$ cat config.mk
export PLATFORM = sky130hd
export DESIGN_NAME = bfha_ram
export DESIGN_NICKNAME = d
export VERILOG_FILES = /design/src/design/best_fit_heap_allocator_assert.svh /design/src/design/bfha_ram.sv
export SDC_FILE = /design/constraint.sdc
export NUM_CORES = 2
export LEC_CHECK = 0
export ABC_AREA = 1
export CAP_MARGIN = 10
export CORE_AREA = 2 2 492 494
export DETAILED_ROUTE_END_ITERATION = 10
export DIE_AREA = 0 0 494 496
export DONT_BUFFER_PORTS = 1
export PLACE_DENSITY = 0.51
export SLEW_MARGIN = 20
export SYNTH_ARGS = -nofsm -noshare
export SYNTH_HDL_FRONTEND = slang
export SYNTH_SLANG_ARGS = --single-unit
$ cat constraint.sdc
create_clock -name clock -period 2.6 [get_ports clock]
set_input_delay 0.39 -clock clock [delete_from_list [all_inputs] [get_ports clock]]
set_output_delay 0.39 -clock clock [all_outputs]
set_load 0.1 [all_outputs]
$ cat src/design/best_fit_heap_allocator_assert.svh
// Assertion macros for the best-fit heap allocator.
// Needs clock and reset in the scope that uses them.
`ifndef BEST_FIT_HEAP_ALLOCATOR_ASSERT_SVH
`define BEST_FIT_HEAP_ALLOCATOR_ASSERT_SVH

// same-cycle implication
`define BFHA_ASSERT_NOW(lbl, ante, cons) \
   lbl: assert property (@(posedge clock) disable iff (reset) (ante) |-> (cons)) \
      else $error("bfha: same-cycle check failed");

// next-cycle implication
`define BFHA_ASSERT_NEXT(lbl, ante, cons) \
   lbl: assert property (@(posedge clock) disable iff (reset) (ante) |=> (cons)) \
      else $error("bfha: next-cycle check failed");

`endif

$ cat src/design/bfha_ram.sv
// Generic single-write, single-read RAM with registered read data.
// No dependencies.
module bfha_ram #(
   parameter int WIDTH = 8,
   parameter int DEPTH = 256
) (
   input  logic                     clock,
   input  logic                     wr_en,
   input  logic [$clog2(DEPTH)-1:0] wr_addr,
   input  logic [WIDTH-1:0]         wr_data,
   input  logic [$clog2(DEPTH)-1:0] rd_addr,
   output logic [WIDTH-1:0]         rd_data
);

   logic [WIDTH-1:0] mem [DEPTH];

   always_ff @(posedge clock) begin
      if (wr_en) mem[wr_addr] <= wr_data;
      rd_data <= mem[rd_addr];
   end

endmodule

## Word-level counts from Yosys, hierarchy flattened

Memories as Yosys holds them, arrays and structs flattened. A register that Yosys moved wholly into a read port is not among the register bits.
Cells that the tools add are included.
Widths: inputs -> output; s select.

- Register bits after elaboration: 0
- Memory bits (writable): 2048
- Input port bits: 26
- Logic and storage cells: 3
- Memories: 1

- Multiplexer cells: 2

Memories:

| name | words | width | read ports | clocked after memory_dff | write ports | RTL line | RTL |
|---|---|---|---|---|---|---|---|
| mem | 256 | 8 | 1 | 1 | 1 | bfha_ram.sv:15 | `logic [WIDTH-1:0] mem [DEPTH];` |

Operators by type and width:

| kind | count |
|---|---|
| $mux 1 | 2 |

## Longest topological paths before layout

- Depth in word-level cells: 2
- Mapped depth: 15
- Mapped depth without buffers: 11

## Worst setup path after synthesis

No wires, ideal clock.

- Path kind: input to register
- From: input port wr_en
- To: memory mem[162][0] (enable)
- Library setup time: 0.370 ns
- Data arrival time: 1.511 ns
- Data required time: 2.230 ns
- Path slack: 0.719 ns
- Stages: 4
- Cells stage by stage: clkbuf_1 nand3_1 clkbuf_1 nor2_1

- Cells in the longest elaborated chain, start to end: 2

RTL lines:

| item | RTL line | RTL |
|---|---|---|
| start: declaration | bfha_ram.sv:8 | `input logic wr_en,` |
| $mux 1 | bfha_ram.sv:18 | `if (wr_en) mem[wr_addr] <= wr_data;` |
| $mux 1 (not written as such) | bfha_ram.sv:18 |  |
| end: declaration | bfha_ram.sv:15 |  |

Every way passes these cells.

==> metrics.yaml <==
pwr:
  pwr-share-comb_pct: 5.4
  finalPower_mw: 68.7
  p_per_area_mw_per_mm2: 714
  ir_drop_mv: 0.615
  intPower_mw: 53.5
  seqPwrFrac_pct: 53.3
  switchingPower_mw: 15.2
  p_clk_share_pct: 41.3
  p_leak_nw: 33.6
  p_sw_share_pct: 22.1
clocking:
  cts_buffers: 207
  htree_levels: 4
  path_clk_slew_ns: 0.06
  clock-root-buffer: "clkbuf_16"
  clkLatencyLatePin_ns: 0.85
  tritoncts: "yes"
  cts.sinks: 2056
  cts_buffer_depth: 3
setup_path:
  setup.worst_path.class: "input port to register"
  path_cells: "clkinv_16, buf_12, buf_4, buf_4, nand3_1, nand3_1, nand3_1, nand3_1, nand3_1, nand3_2, nand2_1, nand2_1, dlygate4sd3_1, nand2_1"
  r2r-end: "rd_data[1]"
  reg2reg_slack_ns: 0.38
  crit_slowest_cell: "dlygate4sd3_1"
  rr_worst_depth: 11
  required_ns: 3.33
  cp_common_cell: "nand3_1"
  r2r-start: "mem[191][1]"
  endpoint_kind: "register"
  cp_slowest_stage_delay_ns: 0.55
  critPathMaxFanout: 513
  worst-endpoint-arrival_ns: 3.46
  startpoint_type: "input port"
global_routing:
  grt_first_pass_wirelength_mm: 362
  overflow: 0
  antenna_found_initial: 9
  grt_max_degree: 1026
  grt_pass1_vias: 53700
  track_usage_pct: 19.8
logic_synthesis:
  synth_seq_cells: 2056
  yosys.area.top_type: "edfxtp_1"
  syn_nets: 7029
  seq_area_frac_synth_pct: 73.9
  synth_top_area_share_pct: 73.7
  ys_types: 14
  synth_cells: 7003
  netlist_area_mm2: 0.0834
  yosysWarnings: 0
  synth.area.top_cells: "edfxtp_1 (74%), nand3_1 (12%), nand2_1 (9.6%), buf_2 (1.6%), nor2_1 (1.3%)"
  synth.avg_cell_area_um2: 11.9
sta:
  fin_crit_ns: 2.73
  fin_skew_ns: 0.0269
  worst_slew_pin_slew_ns: 1.58
  post-route-period-util_pct: 105
  setup_violations: 4
  hold_slack_ns: -0.356
  fin_ws_ns: -0.126
  max_freq_ghz: 0.367
  slew_violations: 47
  slew_headroom_pct: -5.25
  hold_violations: 829
final_layout:
  final_cell_mix: "nand2_1 (2113), edfxtp_1 (2048), nand3_1 (2014), buf_4 (393), nor2_1 (283)"
  final_core_util_pct: 40.2
  final_nets: 7242
  layoutNonFillerInstCount: 10600
  areaGrowthSynthToFinish_pct: 15.4
  drive_gt1_share_pct: 10.5
  final_common_cell: "nand2_1"
detailed_routing:
  wl_per_cell_um: 24.1
  vias: 55100
  viasPerCell: 5.21
  ant_nets: 0
  drc: 0
  dr.pass1.iters: 6
  routed_wl_mm: 254
  first_iter_violations: 5721
floorplan:
  coreArea_mm2: 0.240
  ios: 34
  die_x_um: 494
  die-area_mm2: 0.245
  start_util_pct: 34.8
  num_rows: 180
  die_h_um: 496
min_path:
  hp-start: "wr_data[1]"
  min_to: "mem[108][1]"
  whs_path_depth: 0
  hold_path.class: "input port to register"
placed_design:
  buffer_ports.inserted: 0
  place_inst: 10200
  hpwlAfterDp_mm: 131
  dp_slack_ns: -0.739
  place_congestion: 0.882
status:
  outcome: "complete, but fails checks"
  violations: "negative hold slack, max-slew violations, negative setup slack"
job:
  cap_violations: 0
[state kept, by name, summed over array words and instances (netlist names)]
| register | cells |
|---|---|
| rd_data | 8 |
| mem | 2048 |
[kinds of logic after synthesis]
family / synth area share (%)
and+or+nand+nor: 22.9
buffers and inverters: 3.12
DFF: 73.9
[power groups by stage]
stage | combinational [mW] | clock [mW] | sequential (mW)
2_1_floorplan | 2.25 | 0 | 37.4
3_3_place_gp | 3.22 | 0 | 37.3
3_5_place_dp | 3.22 | 0 | 37.3
4_1_cts | 3.25 | 28.9 | 36.6
5_1_grt | 3.99 | 30.0 | 36.6
6_report | 3.70 | 28.4 | 36.6
[how the worst max path moves through the flow]
stage	startpoint	end	slack [ns]	depth (start not counted)
after CTS	rd_data[4]	rd_data[4]	0.18	1
after floorplan	wr_en	mem[162][0]	0.72	4
after global placement	rd_addr[0]	rd_data[5]	-0.77	15
after detailed placement	rd_addr[0]	rd_data[1]	-0.74	15
after global routing	rd_addr[0]	rd_data[1]	-0.01	19
final	rd_addr[1]	rd_data[1]	-0.13	14
[cell type report]
| type | count | area, µm² |
|---|---|---|
| Antenna cell | 2 | 5.00 |
| Clock buffer | 265 | 5500 |
| Clock inverter | 104 | 818 |
| Fill cell | 22700 | 143000 |
| Inverter | 39 | 199 |
| Multi-Input combinational cell | 4425 | 19200 |
| Sequential cell | 2056 | 61700 |
| Tap cell | 3185 | 3990 |
| Timing Repair Buffer | 487 | 4880 |
[cell usage after synthesis, drive strengths merged]
master / instances
buf: 371
clkbuf: 112
dfxtp: 8
edfxtp: 2048
inv: 39
nand2: 2123
nand3: 2019
nor2: 283
[worst max-delay path: cells and delay by family]
kind | cells | cell delay, ns
buffers and inverters | 5 | 1.60
and+or+nand+nor | 9 | 0.81
[metrics by stage]
stage / cell area (µm²) / TNS, ns
after global placement: 89200 / -3.85
after detailed placement: 89200 / -3.73
after CTS: 95500 / 0
after floorplan: 83400 / 0
after global routing: 96200 / -0.0173
final: 96200 / -0.378
[metal layers]
metal	global-route usage [%]	share of wire (%)	vias up
li1	-	-	25300
met1	27.0	43	27500
met2	32.1	47	1859
met3	3.19	6.3	385
met4	7.20	3.6	0
met5	0	0	-
[repair_timing]
action,in CTS,in global routing
hold endpoints to repair,2056,2025
buffers inserted,0,3
gates resized for setup,0,23
setup endpoints to repair,0,8
hold buffers,5,1
Power figures use the tool's default switching activity.
